===== src/hdl/gzhp_pkg.sv =====
package gzhp_pkg;

    localparam int COUNT_BITS = 32;
    localparam int QUEUE_DEPTH = 4;
    localparam int TAIL_DEPTH = 8;
    localparam int TAIL_IDX_BITS = $clog2(TAIL_DEPTH);
    localparam int FILL_BITS = $clog2(TAIL_DEPTH + 1);

    localparam logic [7:0] MAGIC_0 = 8'h1f;
    localparam logic [7:0] MAGIC_1 = 8'h8b;
    localparam logic [7:0] METHOD_DEFLATE = 8'h08;
    localparam logic [7:0] FLG_EXTRA = 8'h04;
    localparam logic [7:0] FLG_NAME = 8'h08;
    localparam logic [7:0] FLG_COMMENT = 8'h10;
    localparam logic [7:0] FLG_HCRC = 8'h02;
    localparam logic [4:0] MIN_FILE_BYTES = 5'd18;
    localparam logic [3:0] FIXED_LAST_POS = 4'd9;

    localparam logic [2:0] ST_OK = 3'd0;
    localparam logic [2:0] ST_SHORT = 3'd1;
    localparam logic [2:0] ST_BAD_MAGIC = 3'd2;
    localparam logic [2:0] ST_TRUNCATED = 3'd3;
    localparam logic [2:0] ST_NOT_DEFLATE = 3'd4;

    localparam logic KIND_PAYLOAD = 1'b0;
    localparam logic KIND_SUMMARY = 1'b1;

    typedef enum logic [2:0] {
        PH_FIXED,
        PH_XLEN,
        PH_XDATA,
        PH_NAME,
        PH_COMMENT,
        PH_HCRC,
        PH_BODY,
        PH_REJECT
    } phase_t;

    typedef struct packed {
        logic [15:0] header_crc;
        logic [15:0] extra_length;
        logic [31:0] payload_length;
        logic [31:0] input_size;
        logic [31:0] data_crc;
        logic [7:0]  method_code;
        logic [7:0]  header_flags;
        logic [2:0]  status;
    } summary_t;

    typedef struct packed {
        logic       has_payload;
        logic [7:0] payload_byte;
        logic       has_summary;
        summary_t   summary;
    } entry_t;

    // next optional header section after the given one, in file order
    function automatic phase_t next_stage(input phase_t from, input logic [7:0] flags);
        phase_t res;
        res = PH_BODY;
        if (from < PH_HCRC && (flags & FLG_HCRC) != 8'h00) res = PH_HCRC;
        if (from < PH_COMMENT && (flags & FLG_COMMENT) != 8'h00) res = PH_COMMENT;
        if (from < PH_NAME && (flags & FLG_NAME) != 8'h00) res = PH_NAME;
        if (from < PH_XLEN && (flags & FLG_EXTRA) != 8'h00) res = PH_XLEN;
        return res;
    endfunction

endpackage


===== src/hdl/gzhp_front.sv =====
module gzhp_front #(
    parameter int COUNT_BITS = gzhp_pkg::COUNT_BITS
) (
    input  logic             aclk,
    input  logic             aresetn,
    input  logic             accept,
    input  logic [7:0]       data_byte,
    input  logic             final_byte,
    output logic             push,
    output gzhp_pkg::entry_t push_entry
);

    gzhp_pkg::phase_t phase_reg, phase_next;
    logic [3:0]  hpos_reg, hpos_next;
    logic        magic_reg, magic_next;
    logic [7:0]  method_reg, method_next;
    logic [7:0]  flags_reg, flags_next;
    logic [15:0] xtotal_reg, xtotal_next;
    logic [15:0] xleft_reg, xleft_next;
    logic [15:0] hcheck_reg, hcheck_next;
    logic [7:0]  tail_reg [gzhp_pkg::TAIL_DEPTH];
    logic [7:0]  tail_next [gzhp_pkg::TAIL_DEPTH];
    logic [gzhp_pkg::FILL_BITS-1:0] fill_reg, fill_next;
    logic [4:0]  total_reg, total_next;
    logic [COUNT_BITS-1:0] count_reg, count_next;
    logic [63:0] count_ext;
    logic        has_pay;
    logic [7:0]  pay_byte;
    gzhp_pkg::summary_t sum;

    always_comb begin
        phase_next  = phase_reg;
        hpos_next   = hpos_reg;
        magic_next  = magic_reg;
        method_next = method_reg;
        flags_next  = flags_reg;
        xtotal_next = xtotal_reg;
        xleft_next  = xleft_reg;
        hcheck_next = hcheck_reg;
        tail_next   = tail_reg;
        fill_next   = fill_reg;
        count_next  = count_reg;
        has_pay     = 1'b0;
        pay_byte    = tail_reg[0];
        sum         = '0;

        total_next = (total_reg < gzhp_pkg::MIN_FILE_BYTES) ? total_reg + 5'd1 : total_reg;

        case (phase_reg)
            gzhp_pkg::PH_FIXED: begin
                if ((hpos_reg == 4'd0 && data_byte != gzhp_pkg::MAGIC_0) ||
                    (hpos_reg == 4'd1 && data_byte != gzhp_pkg::MAGIC_1)) begin
                    magic_next = 1'b0;
                    phase_next = gzhp_pkg::PH_REJECT;
                end else begin
                    if (hpos_reg == 4'd2) method_next = data_byte;
                    if (hpos_reg == 4'd3) flags_next = data_byte;
                    if (hpos_reg >= gzhp_pkg::FIXED_LAST_POS) begin
                        hpos_next  = 4'd0;
                        phase_next = gzhp_pkg::next_stage(gzhp_pkg::PH_FIXED, flags_reg);
                    end else begin
                        hpos_next = hpos_reg + 4'd1;
                    end
                end
            end
            gzhp_pkg::PH_XLEN: begin
                if (hpos_reg == 4'd0) begin
                    xleft_next = {8'h00, data_byte};
                    hpos_next  = 4'd1;
                end else begin
                    xtotal_next = {data_byte, xleft_reg[7:0]};
                    xleft_next  = {data_byte, xleft_reg[7:0]};
                    hpos_next   = 4'd0;
                    phase_next  = ({data_byte, xleft_reg[7:0]} != 16'h0000) ?
                                  gzhp_pkg::PH_XDATA :
                                  gzhp_pkg::next_stage(gzhp_pkg::PH_XDATA, flags_reg);
                end
            end
            gzhp_pkg::PH_XDATA: begin
                xleft_next = xleft_reg - 16'd1;
                if (xleft_reg == 16'd1)
                    phase_next = gzhp_pkg::next_stage(gzhp_pkg::PH_XDATA, flags_reg);
            end
            gzhp_pkg::PH_NAME, gzhp_pkg::PH_COMMENT: begin
                if (data_byte == 8'h00) phase_next = gzhp_pkg::next_stage(phase_reg, flags_reg);
            end
            gzhp_pkg::PH_HCRC: begin
                if (hpos_reg == 4'd0) begin
                    xleft_next = {8'h00, data_byte};
                    hpos_next  = 4'd1;
                end else begin
                    hcheck_next = {data_byte, xleft_reg[7:0]};
                    hpos_next   = 4'd0;
                    phase_next  = gzhp_pkg::PH_BODY;
                end
            end
            gzhp_pkg::PH_BODY: begin
                if (fill_reg >= gzhp_pkg::FILL_BITS'(gzhp_pkg::TAIL_DEPTH)) begin
                    // delay line full: oldest byte is payload
                    for (int i = 0; i < gzhp_pkg::TAIL_DEPTH - 1; i++)
                        tail_next[i] = tail_reg[i+1];
                    tail_next[gzhp_pkg::TAIL_DEPTH-1] = data_byte;
                    if (count_reg != '1) count_next = count_reg + COUNT_BITS'(1);
                    has_pay = 1'b1;
                end else begin
                    tail_next[fill_reg[gzhp_pkg::TAIL_IDX_BITS-1:0]] = data_byte;
                    fill_next = fill_reg + gzhp_pkg::FILL_BITS'(1);
                end
            end
            default: begin
            end
        endcase

        count_ext = 64'(count_next);
        if (total_next < gzhp_pkg::MIN_FILE_BYTES) begin
            sum.status = gzhp_pkg::ST_SHORT;
        end else if (!magic_next) begin
            sum.status = gzhp_pkg::ST_BAD_MAGIC;
        end else begin
            sum.header_flags = flags_next;
            sum.method_code  = method_next;
            sum.extra_length = xtotal_next;
            sum.header_crc   = hcheck_next;
            if (phase_next != gzhp_pkg::PH_BODY ||
                fill_next < gzhp_pkg::FILL_BITS'(gzhp_pkg::TAIL_DEPTH)) begin
                sum.status = gzhp_pkg::ST_TRUNCATED;
            end else begin
                sum.data_crc   = {tail_next[3], tail_next[2], tail_next[1], tail_next[0]};
                sum.input_size = {tail_next[7], tail_next[6], tail_next[5], tail_next[4]};
                sum.payload_length = (count_ext[63:32] != 32'h0) ? 32'hffff_ffff
                                                                 : count_ext[31:0];
                sum.status = (method_next == gzhp_pkg::METHOD_DEFLATE && count_next != '0) ?
                             gzhp_pkg::ST_OK : gzhp_pkg::ST_NOT_DEFLATE;
            end
        end
    end

    assign push = accept && (has_pay || final_byte);
    assign push_entry.has_payload  = has_pay;
    assign push_entry.payload_byte = pay_byte;
    assign push_entry.has_summary  = final_byte;
    assign push_entry.summary      = sum;

    always_ff @(posedge aclk) begin
        if (!aresetn || (accept && final_byte)) begin
            phase_reg  <= gzhp_pkg::PH_FIXED;
            hpos_reg   <= 4'd0;
            magic_reg  <= 1'b1;
            method_reg <= 8'h00;
            flags_reg  <= 8'h00;
            xtotal_reg <= 16'h0000;
            xleft_reg  <= 16'h0000;
            hcheck_reg <= 16'h0000;
            fill_reg   <= '0;
            total_reg  <= 5'd0;
            count_reg  <= '0;
        end else if (accept) begin
            phase_reg  <= phase_next;
            hpos_reg   <= hpos_next;
            magic_reg  <= magic_next;
            method_reg <= method_next;
            flags_reg  <= flags_next;
            xtotal_reg <= xtotal_next;
            xleft_reg  <= xleft_next;
            hcheck_reg <= hcheck_next;
            fill_reg   <= fill_next;
            total_reg  <= total_next;
            count_reg  <= count_next;
        end
    end

    always_ff @(posedge aclk) begin
        if (accept) tail_reg <= tail_next;
    end

endmodule


===== src/hdl/gzhp_queue.sv =====
module gzhp_queue (
    input  logic             aclk,
    input  logic             aresetn,
    input  logic             push,
    input  gzhp_pkg::entry_t push_entry,
    output logic             full,
    input  logic             pop,
    output logic             q_valid,
    output gzhp_pkg::entry_t q_entry
);

    localparam int PTR_BITS = $clog2(gzhp_pkg::QUEUE_DEPTH);
    localparam int CNT_BITS = $clog2(gzhp_pkg::QUEUE_DEPTH + 1);

    gzhp_pkg::entry_t mem [gzhp_pkg::QUEUE_DEPTH];
    logic [PTR_BITS-1:0] wr_ptr_reg, rd_ptr_reg;
    logic [CNT_BITS-1:0] count_reg;

    assign full    = (count_reg == CNT_BITS'(gzhp_pkg::QUEUE_DEPTH));
    assign q_valid = (count_reg != '0);
    assign q_entry = mem[rd_ptr_reg];

    always_ff @(posedge aclk) begin
        if (push) mem[wr_ptr_reg] <= push_entry;
    end

    always_ff @(posedge aclk) begin
        if (!aresetn) begin
            wr_ptr_reg <= '0;
            rd_ptr_reg <= '0;
            count_reg  <= '0;
        end else begin
            if (push) wr_ptr_reg <= wr_ptr_reg + PTR_BITS'(1);
            if (pop) rd_ptr_reg <= rd_ptr_reg + PTR_BITS'(1);
            if (push && !pop) count_reg <= count_reg + CNT_BITS'(1);
            else if (pop && !push) count_reg <= count_reg - CNT_BITS'(1);
        end
    end

endmodule


===== src/hdl/gzhp_back.sv =====
module gzhp_back (
    input  logic             aclk,
    input  logic             aresetn,
    input  logic             q_valid,
    input  gzhp_pkg::entry_t q_entry,
    output logic             pop,
    output logic             m_tvalid,
    input  logic             m_tready,
    output logic [159:0]     m_tdata,
    output logic             m_tuser
);

    logic               valid_reg, valid_next;
    logic               kind_reg, kind_next;
    logic [7:0]         pay_reg, pay_next;
    gzhp_pkg::summary_t sum_reg, sum_next;
    logic               pend_reg, pend_next;
    gzhp_pkg::summary_t pend_sum_reg, pend_sum_next;
    logic               out_free;

    assign out_free = !valid_reg || m_tready;
    assign pop = out_free && !pend_reg && q_valid;

    always_comb begin
        valid_next    = valid_reg;
        kind_next     = kind_reg;
        pay_next      = pay_reg;
        sum_next      = sum_reg;
        pend_next     = pend_reg;
        pend_sum_next = pend_sum_reg;
        if (out_free) begin
            if (pend_reg) begin
                // summary that followed a payload byte of the same input
                valid_next = 1'b1;
                kind_next  = gzhp_pkg::KIND_SUMMARY;
                pay_next   = 8'h00;
                sum_next   = pend_sum_reg;
                pend_next  = 1'b0;
            end else if (q_valid) begin
                valid_next = 1'b1;
                if (q_entry.has_payload) begin
                    kind_next     = gzhp_pkg::KIND_PAYLOAD;
                    pay_next      = q_entry.payload_byte;
                    sum_next      = '0;
                    pend_next     = q_entry.has_summary;
                    pend_sum_next = q_entry.summary;
                end else begin
                    kind_next = gzhp_pkg::KIND_SUMMARY;
                    pay_next  = 8'h00;
                    sum_next  = q_entry.summary;
                end
            end else begin
                valid_next = 1'b0;
            end
        end
    end

    always_ff @(posedge aclk) begin
        if (!aresetn) begin
            valid_reg <= 1'b0;
            pend_reg  <= 1'b0;
        end else begin
            valid_reg <= valid_next;
            pend_reg  <= pend_next;
        end
    end

    always_ff @(posedge aclk) begin
        kind_reg     <= kind_next;
        pay_reg      <= pay_next;
        sum_reg      <= sum_next;
        pend_sum_reg <= pend_sum_next;
    end

    assign m_tvalid = valid_reg;
    assign m_tuser  = kind_reg;
    assign m_tdata  = {5'b00000, sum_reg.header_crc, sum_reg.extra_length,
                       sum_reg.payload_length, sum_reg.input_size, sum_reg.data_crc,
                       sum_reg.method_code, sum_reg.header_flags, sum_reg.status, pay_reg};

    a_pend_has_output: assert property (@(posedge aclk) disable iff (!aresetn)
        pend_reg |-> valid_reg)
        else $error("pending summary without a shown payload byte");

    a_pend_after_payload: assert property (@(posedge aclk) disable iff (!aresetn)
        $rose(pend_reg) |-> (kind_reg == gzhp_pkg::KIND_PAYLOAD))
        else $error("summary held back behind something other than a payload byte");

    a_no_pop_while_pend: assert property (@(posedge aclk) disable iff (!aresetn)
        pend_reg |-> !pop)
        else $error("queue read while a summary is still pending");

    a_payload_fields_zero: assert property (@(posedge aclk) disable iff (!aresetn)
        (valid_reg && kind_reg == gzhp_pkg::KIND_PAYLOAD) |-> (sum_reg == '0))
        else $error("payload transaction carries summary fields");

endmodule


===== src/hdl/gzip_member_header_parser.sv =====
// channel   | dir | tdata (low bit up)                          | tuser | tlast
// s_ input  | in  | data_byte                                   | -     | final_byte
// m_ result | out | payload_byte, status, header_flags,         | kind  | -
//           |     | method_code, data_crc, input_size,          |       |
//           |     | payload_length, extra_length, header_crc    |       |
// one byte is taken per clock while s_tready is high; header parsing and the trailer delay line
// finish in that cycle; results leave one per clock while m_tready is high, through the queue
// and the output register; a last byte that also releases a payload byte gives two results
// a 4-entry queue sits between parser and output register; s_tready drops only when it is full
// aresetn is synchronous, active low; the parser also returns to its reset state after each last byte
module gzip_member_header_parser #(
    parameter int COUNT_BITS = gzhp_pkg::COUNT_BITS
) (
    input  logic         aclk,
    input  logic         aresetn,
    input  logic         s_tvalid,
    output logic         s_tready,
    input  logic [7:0]   s_tdata,   // [7:0] data_byte
    input  logic         s_tlast,
    output logic         m_tvalid,
    input  logic         m_tready,
    output logic [159:0] m_tdata,   // payload_byte, status, header_flags, method_code, data_crc,
                                    // input_size, payload_length, extra_length, header_crc
    output logic         m_tuser    // [0] kind
);

    logic             accept;
    logic             push;
    gzhp_pkg::entry_t push_entry;
    logic             full;
    logic             pop;
    logic             q_valid;
    gzhp_pkg::entry_t q_entry;

    assign s_tready = !full;
    assign accept   = s_tvalid && s_tready;

    gzhp_front #(
        .COUNT_BITS(COUNT_BITS)
    ) u_front (
        .aclk       (aclk),
        .aresetn    (aresetn),
        .accept     (accept),
        .data_byte  (s_tdata),
        .final_byte (s_tlast),
        .push       (push),
        .push_entry (push_entry)
    );

    gzhp_queue u_queue (
        .aclk       (aclk),
        .aresetn    (aresetn),
        .push       (push),
        .push_entry (push_entry),
        .full       (full),
        .pop        (pop),
        .q_valid    (q_valid),
        .q_entry    (q_entry)
    );

    gzhp_back u_back (
        .aclk     (aclk),
        .aresetn  (aresetn),
        .q_valid  (q_valid),
        .q_entry  (q_entry),
        .pop      (pop),
        .m_tvalid (m_tvalid),
        .m_tready (m_tready),
        .m_tdata  (m_tdata),
        .m_tuser  (m_tuser)
    );

endmodule

===== config.mk =====
export PLATFORM = sky130hd
export DESIGN_NAME = gzip_member_header_parser
export DESIGN_NICKNAME = d
export VERILOG_FILES = /design/src/hdl/gzhp_pkg.sv /design/src/hdl/gzhp_front.sv /design/src/hdl/gzhp_queue.sv /design/src/hdl/gzhp_back.sv /design/src/hdl/gzip_member_header_parser.sv
export SDC_FILE = /design/constraint.sdc
export NUM_CORES = 1
export LEC_CHECK = 0
export BUFFER_PORTS_ARGS = -buffer_cell sky130_fd_sc_hd__buf_2
export CAP_MARGIN = 20
export CORE_UTILIZATION = 45
export DETAILED_ROUTE_END_ITERATION = 10
export PLACE_DENSITY_LB_ADDON = 0.3
export SYNTH_ARGS = -nofsm -noshare
export SYNTH_HDL_FRONTEND = slang
export SYNTH_SLANG_ARGS = --single-unit

===== constraint.sdc =====
create_clock -name aclk -period 8.8 [get_ports aclk]
set_input_delay 0.44 -clock aclk [delete_from_list [all_inputs] [get_ports aclk]]
set_output_delay 0.44 -clock aclk [all_outputs]
set_load 0.02 [all_outputs]

* Word-level counts from Yosys, hierarchy flattened
Memories as Yosys holds them, arrays and structs flattened. A register that Yosys moved wholly into a read port is not among the register bits. Index checks and enable logic that the tools add are counted.
Storage, ports and cells: output and inout port bits 163, bits in writable memories 628, memories kept 1, logic and storage cells 201, flip-flop bits (word level) 489, input port bits 13
Operators by class: reductions and logical operators 43, equal/unequal tests 19, muxes and demuxes 73, $add $sub $neg 9, magnitude comparators 11, bitwise operators 2
Memories:
- u_queue.mem | depth 4, bits a word 157, rd ports 1, clocked after memory_dff 1, write ports 1, line gzhp_queue.sv:15 | gzhp_pkg::entry_t mem [gzhp_pkg::QUEUE_DEPTH];
Operators by type and width (number):
- 2-to-1 mux 147 bit | 3
- 2-to-1 mux 144 bit | 2
- 2-to-1 mux 64 bit | 2
- 2-to-1 mux 16 bit | 6
- 2-to-1 mux 32 bit | 3
- 2-to-1 mux 96 bit | 1
- 2-to-1 mux 8 bit | 9
- bitwise mux 64 bit | 1
- 2-to-1 mux 3 bit | 17
- one-hot mux 16 bit (3 select lines) | 1
- adder 32 x 1 -> 32 bit (second input constant) | 1
- inequality test 32 bit (second input constant) | 1
- nonzero test 32 bit | 1
- demux 8 bit (select 3 bit) | 1
- == test 16 x 1 -> 1 bit (second input constant) | 1
- 2-to-1 mux 4 bit | 4
- nonzero test 16 bit | 1
- subtractor 16 x 1 -> 16 bit (second input constant) | 1
- logical AND 1 bit | 15
- one-hot mux 3 bit (5 select lines) | 1
- 2-to-1 mux 1 bit | 14
- == test 3 bit (second input constant) | 4
- >= comparator 4 bit (second input constant) | 3
- 2-to-1 mux 2 bit | 6
- 36 further kinds | 58

* Logic depth before layout (Yosys ltp)
Gate-level depths: netlist of the first run.
depth in word-level cells 13, mapped depth 14, gate-level depth less buffers 11

* By module
Synthesis of the first run repeated with hierarchy kept, for this count alone.
Unflattened totals: cells, all modules 2798, area, all modules 45407.3 um^2
By module, submodules not included:
- gzhp_queue | cells each 863, seq. area each 19038.3 um^2, area an instance 23213.5 um^2, instances 1
- gzhp_front | cells each 1419, seq. area each 4184.0 um^2, area an instance 11323.4 um^2, instances 1
- gzhp_back | cells each 514, seq. area each 9138.8 um^2, area an instance 10860.4 um^2, instances 1
- gzip_member_header_parser | cells each 2, seq. area each 0.0 um^2, area an instance 10.0 um^2, instances 1

* Worst setup path before layout of the first run
OpenSTA, ideal clock, no wires.
path type flip-flop to flip-flop, from register u_back.pend_reg, to register u_back.sum_reg, in the netlist u_back.m_tdata[100] (enable), period minus slack after synthesis 8305 ps, cell stages (with the launch flop) 6, required time 8127 ps, arrival time 7631 ps, buffers on the path 3, setup slack 495 ps, setup time 673 ps, cell sequence dfxtp_1 -> clkbuf_1 -> clkbuf_1 -> clkbuf_1 -> nor4_1 -> nor2_1
Between the ends: longest elaborated chain between the ends 2
Ends and longest elaborated chain:
- start: declaration | line gzhp_back.sv:17 | logic pend_reg, pend_next;
- start signal: assignment | line gzhp_back.sv:64 | pend_reg <= pend_next;
- nonzero test 2 bit (no source line)
- AND reduction 2 bit (no source line)
- end signal: assignment | line gzhp_back.sv:71 | sum_reg <= sum_next;
- end: declaration | line gzhp_back.sv:16 | gzhp_pkg::summary_t sum_reg, sum_next;
No other way between the ends. A chain may end at the register's enable or synchronous reset.

* Worst setup path after layout of the first run
from register u_front.phase_reg[1], to memory u_queue.mem[3][87] (netlist bit) (enable)
Between the ends: longest elaborated chain between the ends 6
Ends and longest elaborated chain:
- start: declaration | line gzhp_front.sv:13 | gzhp_pkg::phase_t phase_reg, phase_next;
- start signal: assignment | line gzhp_front.sv:146 | phase_reg <= gzhp_pkg::PH_FIXED;
- start signal: assignment | line gzhp_front.sv:158 | phase_reg <= phase_next;
- == test 3 bit | line gzhp_front.sv:49 | case (phase_reg)
- 2-to-1 mux 1 bit | line gzhp_front.sv:49
- logical OR 1 bit | line gzhp_front.sv:138 | assign push = accept && (has_pay || final_byte);
- logical AND 1 bit | line gzhp_front.sv:138
- via push | line gzip_member_header_parser.sv:28 | logic push;
- 2-to-1 mux 1 bit | line gzhp_queue.sv:24 | if (push) mem[wr_ptr_reg] <= push_entry;
- 2-to-1 mux 1 bit (not written as such) | line gzhp_queue.sv:24
- end: declaration | line gzhp_queue.sv:15
The timed path passes the listed nets, and every way through them passes these cells.

==> results of run 1 <==
[critical path, cell delays in order (launching register included)]
cell	delay (ns)
dfxtp_1	0.44
nor2b_1	0.36
nand3_1	0.46
inv_2	0.49
nor2_1	0.19
nor2_1	0.47
and2_4	0.85
buf_4	0.80
[cells by family (layout without fill, tap and decap cells)]
kind of cell / count (synthesis) / after routing / share of synthesized area
XOR/XNOR: 68 / 68 / 0.0131
other: 1 / 8 / 0.0000827
AND/OR/NAND/NOR: 936 / 936 / 0.0912
multiplexers: 197 / 197 / 0.0867
buffers and inverters: 250 / 447 / 0.0217
flip-flops: 1119 / 1119 / 0.713
AO/OA/AOI/OAI: 524 / 524 / 0.0690
adder cells (fa/ha/maj): 17 / 17 / 0.00485
[routing by layer]
| layer | vias to the layer above | wire length [um] | GRT usage |
|---|---|---|---|
| met1 | 12900 | 43200 | 0.263 |
| met4 | 12 | 2290 | 0.0592 |
| met2 | 726 | 46300 | 0.301 |
| met5 | - | 69 | 0 |
| li1 | 11900 | - | - |
| met3 | 148 | 6240 | 0.0372 |
[metrics by stage]
stage,utilization,std cells,power [mW],hold WS [ns]
after detailed placement,0.474,4399,10.7,0.447
after CTS,0.509,4610,15.4,0.104
after floorplan,-,3116,9.74,0.437
after global routing,0.510,4611,15.8,0.138
final,0.510,4614,15.2,0.146
after global placement,0.474,4399,10.7,0.441
[what timing repair did]
item,4_1_cts,5_1_grt
hold endpoints to repair,4,0
setup buffers,0,0
hold buffers,1,0
[worst min-delay path by stage]
stage | from | to | slack [ns] | depth (start not counted)
after floorplan | u_front.hcheck_reg[0] | u_front.hcheck_reg[0] | 0.44 | 2
after global placement | u_front.hcheck_reg[10] | u_front.hcheck_reg[10] | 0.44 | 2
after detailed placement | u_front.hcheck_reg[10] | u_front.hcheck_reg[10] | 0.45 | 2
after CTS | aresetn | u_back.pend_reg | 0.10 | 2
after global routing | aresetn | u_back.pend_reg | 0.14 | 2
final | aresetn | u_back.pend_reg | 0.15 | 2
[synthesized netlist by cell type (4+ instances only)]
master / n / area share
a22oi_1: 120 / 0.020
clkbuf_1: 156 / 0.013
nor2_1: 184 / 0.015
nor2b_1: 15 / 0.0021
nand3_1: 34 / 0.0038
edfxtp_1: 995 / 0.66
mux2i_1: 33 / 0.0073
and4_1: 5 / 0.00097
o211ai_1: 4 / 0.00066
or2_2: 5 / 0.00069
xnor2_1: 41 / 0.0079
dfxtp_1: 124 / 0.055
or4_1: 11 / 0.0018
or3_1: 23 / 0.0032
nor3_1: 35 / 0.0039
o21ai_0: 237 / 0.026
xor2_1: 27 / 0.0052
o31ai_1: 6 / 0.00099
and2_1: 72 / 0.0099
buf_1: 38 / 0.0031
and3_1: 8 / 0.0011
mux4_2: 156 / 0.077
buf_4: 5 / 0.00083
inv_1: 34 / 0.0028
a211oi_1: 10 / 0.0017
ha_1: 16 / 0.0044
a21oi_1: 101 / 0.011
mux2_2: 8 / 0.0020
nand2_1: 492 / 0.041
a21o_1: 4 / 0.00066
nor4_1: 16 / 0.0022
buf_2: 16 / 0.0018
nand4_1: 14 / 0.0019
nand2b_1: 6 / 0.00083
a311oi_1: 4 / 0.00077
[power by group]
group,leakage (nW),internal [mW],switching [mW]
Combinational,4.68,1.06,2.18
Sequential,10.2,7.01,0.314
Clock,1.74,2.61,2.00
Total,16.6,10.7,4.49
[layout make-up]
cell class	instances	area, um^2
fill	8232	49000
sequential	1119	32400
tap	1298	1620
clock inverter	67	588
timing repair buffer	203	1170
clock buffer	143	2990
multi-input combinational	1747	12100
antenna	3	7.51
inverter	34	128
==> out/results.tsv, run 1 <==
stage	metric	value	unit
outcome	status	complete, no violations	
synthesis	ys_seq_area_frac	0.713	
synthesis	yosysUniqueCellTypes	66	
placement	placed_area	47400	um^2
synthesis	syn_inst	3112	
power	leakagePower	16.6	nW
route	viasPerCell	5.58	
timing	slew_violations	0	
floorplanning	dieArea	102000	um^2
timing	fin_skew	0.0347	ns
placement	dp_hpwl	57.8	mm
setup_path	reg2reg_to	u_queue.mem[3][87]	
clock_network	numClockSinks	1119	
clock_network	numCtsBuffers	111	
setup_path	cp-startpoint	u_front.phase_reg[1]	
worst_hold_path	hold_class	primary input to register	
setup_path	r2r_slack	4.25	ns
route	drtIter0Drc	2522	
setup_path	worstSetupPathType	register to register	
clock_network	clk_latency	0.70	ns
global_route	grt_pass1_wl	150	mm
synthesis	ys_ff_latch	1119	
power	powerDensity	298	nW/um^2
timing	finalSetupViolCount	0	
layout	syn2layout_area_growth	12.3	%
clock_network	cts_tree	done	
floorplanning	floorplan.initialDensity	0.454	
timing	fmax	0.220	GHz
synthesis	synth_ff_type	edfxtp_1	
setup_path	worstPathArrival	4.84	ns
global_route	grt_max_degree	149	
clock_network	cts_buffer_depth	3	
layout	layout_common_cells	edfxtp_1 (995), nand2_1 (490), o21ai_0 (237)	
timing	setup_slack	4.25	ns
placement	place_ws	4.27	ns
timing	worst_pin_slew	1.12	ns
floorplanning	rows	116	
timing	tns	0	ns
route	drtPass1Iterations	6	
floorplanning	die-height	320	um
layout	drive_gt1_frac	0.169	
route	wl_per_cell	21.3	um
setup_path	r2r_cells	7	
route	postRouteAntennaNets	0	
synthesis	synth_area	45400	um^2
setup_path	crit_required	9.09	ns
timing	max_slew_margin	0.249	
placement	port_buffers	170	
timing	min_period_over_period	0.517	
timing	finalHoldViolations	0	
setup_path	cp-end-kind	register	
timing	fin_crit	4.55	ns
setup_path	cp_max_fo	57	
global_route	grt_util_all_layers	0.189	
synthesis	avgSynthCellArea	14.6	um^2
layout	largest_reg_flops	628	
global_route	grt_pass1_vias	25200	
layout	fin_area	51000	um^2
synthesis	ys_warn_count	0	
synthesis	synth-edff-count	995	
flow_run	drv_cap	0	
setup_path	r2r-start	u_front.phase_reg[1]	
clock_network	clk_pin_slew	0.06	ns
floorplanning	coreArea	100000	um^2
setup_path	start_kind	register	
setup_path	crit_path_end	u_queue.mem[3][87]	
power	ir_drop	0.182	mV
synthesis	async_flop_share	0	
timing	rsz0062_at_grt	false	
global_route	antenna_found_initial	10	
clock_network	htreeDepth	3	
clock_network	cts_root_buf	clkbuf_16	
layout	nNetsFinal	3246	
route	drc_errors	0	
route	routed_wl	98.1	mm
floorplanning	io_pins	176	
route	route.vias.total	25800	
placement	gp_congestion	0.879	
global_route	grt_overflow	0	
layout	final_common_cell	edfxtp_1	
floorplanning	die_width	320	um
clock_network	post_cts_resized	0	
Power figures use the tool's default switching activity.
==> inputs of run 2 (changes only) <==
clock period = 4.6 ns   (was 8.8 ns; I/O delays follow)
==> run 2 against run 1 <==
  * First-iteration DRC count grew 9.2%
  * Maximum frequency grew 19%
  * Clock power is 100% higher
  * Register-to-register slack lost 3.5 ns
  * Largest power group unchanged
  * Sequential share of layout area down 0.71 points
  * Highest routed layer unchanged
==> out/results.tsv, run 2 (same netlist as run 1, synthesis figures left out) <==
stage	metric	value	unit	change
flow_run	drv_cap	0		unchanged
global_route	grt_util_all_layers	0.193		+0.00353
power	p_clk_frac	0.315		+0.011
timing	slew_violations	0		unchanged
timing	tns	0	ns	unchanged
route	dr_wl_met3	6.08	mm	-2.6%
route	drtIter0Drc	2755		+9.2%
worst_hold_path	hold_class	primary input to register		
floorplanning	io_pins	176		unchanged
timing	min_period_over_period	0.832		+0.315
clock_network	numClockSinks	1119		unchanged
clock_network	post_cts_resized	0		unchanged
timing	finalHoldViolations	0		unchanged
layout	seq_area	32400	um^2	unchanged
floorplanning	floorplan.initialDensity	0.454		unchanged
timing	worst_pin_slew	1.01	ns	-0.109 ns
setup_path	crit_required	5.09	ns	-4.00 ns
clock_network	cts_tree	done		
power	powerDensity	573	nW/um^2	+92%
power	seqPwrFrac	0.472		-0.010
route	route.vias.total	25800		+0.12%
route	maxUsedRoutingLayer	met5		
layout	nFillCells	8209		-0.28%
timing	rsz0062_at_grt	false		
placement	gp_congestion	0.862		-2.0%
power	leakagePower	16.9	nW	+1.7%
route	viasPerCell	5.55		-0.59%
power	comb_power_share	0.214		about the same
route	drc_errors	0		unchanged
route	routed_wl	98.6	mm	+0.54%
route	met1_length	43.2	mm	about the same
setup_path	cp-end-kind	register		
clock_network	cts_buffer_depth	3		unchanged
timing	fin_crit	3.83	ns	-0.722 ns
setup_path	worstPathArrival	4.32	ns	-0.52 ns
floorplanning	dieArea	102000	um^2	unchanged
layout	multi_input_area	12100	um^2	unchanged
clock_network	htreeDepth	3		unchanged
timing	max_slew_margin	0.327		+0.0784
power	ir_drop	0.607	mV	+230%
timing	finalSetupViolCount	0		unchanged
floorplanning	rows	116		unchanged
floorplanning	die_width	320	um	unchanged
global_route	grt_max_degree	114		-23%
route	postRouteAntennaNets	0		unchanged
setup_path	r2r_slack	0.77	ns	-3.48 ns
timing	fmax	0.261	GHz	+19%
route	wl_per_cell	21.2	um	-0.17%
placement	dp_hpwl	59.2	mm	+2.3%
layout	drive_gt1_frac	0.178		+0.00874
floorplanning	die-height	320	um	unchanged
setup_path	worstSetupPathType	register to register		
route	drtPass1Iterations	6		unchanged
timing	fin_skew	0.0219	ns	-0.0128 ns
timing	hold_slack	0.0586	ns	-0.0874 ns
global_route	grt_pass1_wl	153	mm	+1.8%
floorplanning	coreArea	100000	um^2	unchanged
clock_network	post_cts_buffers	0		unchanged
outcome	status	complete, no violations		
layout	final_common_cell	edfxtp_1		
route	route.met2.wl	47.5	mm	+2.5%
power	switching_power	8.59	mW	+91%
placement	port_buffers	170		unchanged
clock_network	clk_latency	0.70	ns	about the same
power	p_int	20.9	mW	+96%
global_route	grt_overflow	0		unchanged
clock_network	cts_root_buf	clkbuf_16		
global_route	antenna_found_initial	11		+1
layout	layout_common_cells	edfxtp_1 (995), nand2_1 (490), o21ai_0 (237)		
clock_network	numCtsBuffers	113		+1.8%
power	switching_share	0.291		-0.00528
layout	nNetsFinal	3280		+1.0%
clock_network	clk_pin_slew	0.06	ns	about the same
setup_path	cp_max_fo	9		-84%
layout	syn2layout_area_growth	13.6	%	
setup_path	start_kind	register		
layout	largest_reg_flops	628		unchanged
global_route	grt_pass1_vias	25700		+1.8%
==> run 2: changes by cell type in the layout (fill, tap and decap cells not counted), moves of 2 or more <==
cell	previous run	this run
clkbuf_8	7	5
clkinv_2	24	20
clkbuf_1	24	12
dlygate4sd3_1	1	6
clkinv_1	16	22
buf_4	26	45
buf_12	5	14
inv_6	4	9
bufinv_16	7	15
==> run 2: power by group through the flow <==
stage          Sequential [mW]  Combinational [mW]  Clock (mW)
3_3_place_gp              14.1                6.41           0
3_5_place_dp              14.1                6.45           0
2_1_floorplan             15.0                3.37           0
6_report                  13.9                6.31        9.30
4_1_cts                   13.9                6.48        9.50
5_1_grt                   14.1                6.89        9.88
==> run 2: final timing paths <==
path | cells past startpoint | end | start
worst min-delay path | 3 | u_front.xtotal_reg[14] | s_tdata[6]
worst min register to register | 2 | u_front.hcheck_reg[0] | u_front.hcheck_reg[0]
worst max register to register | 9 | u_queue.mem[0][2] | u_front.count_reg[0]
worst max-delay path | 9 | u_queue.mem[0][2] | u_front.count_reg[0]
==> run 2: area by class of cell <==
| cell class | count | share of cell area |
|---|---|---|
| Timing Repair Buffer | 235 | 0.0297 |
| Sequential cell | 1119 | 0.628 |
| Antenna cell | 2 | 0.0000971 |
| Multi-Input combinational cell | 1747 | 0.235 |
| Clock buffer | 130 | 0.0571 |
| Clock inverter | 82 | 0.0165 |
| Inverter | 34 | 0.00248 |
| Tap cell | 1298 | 0.0315 |
==> run 2: stage by stage <==
step / util / cell area, um^2 / total power, mW / cells / worst slack, ns
finish: 0.515 / 51500 / 29.5 / 4647 / 0.775
global route: 0.515 / 51500 / 30.9 / 4646 / 0.453
CTS: 0.515 / 51500 / 29.9 / 4644 / 0.818
detailed placement: 0.477 / 47700 / 20.6 / 4426 / 0.855
global placement: 0.477 / 47700 / 20.5 / 4426 / 0.885
floorplan: - / 45400 / 18.4 / 3116 / 0.249
==> run 2: per-layer routing <==
layer | up-vias | global-route usage
met1 | 12900 | 0.266
met3 | 135 | 0.0344
met5 | - | 0
met2 | 747 | 0.315
li1 | 12000 | -
met4 | 16 | 0.0542
==> run 2: worst max-delay path, stage by stage (launching register included) <==
cell	delay, ns
dfxtp_1	0.51
ha_1	0.31
and3_1	0.26
nand3_1	0.25
or4_1	0.71
and3_1	0.32
a311o_1	0.39
a2111oi_2	0.38
nand4_1	0.19
a21oi_1	0.30
==> run 2: timing repair <==
action | in CTS | in global routing
hold endpoints to repair | 23 | 0
setup endpoints to repair | 0 | 0
hold buffers | 6 | 0
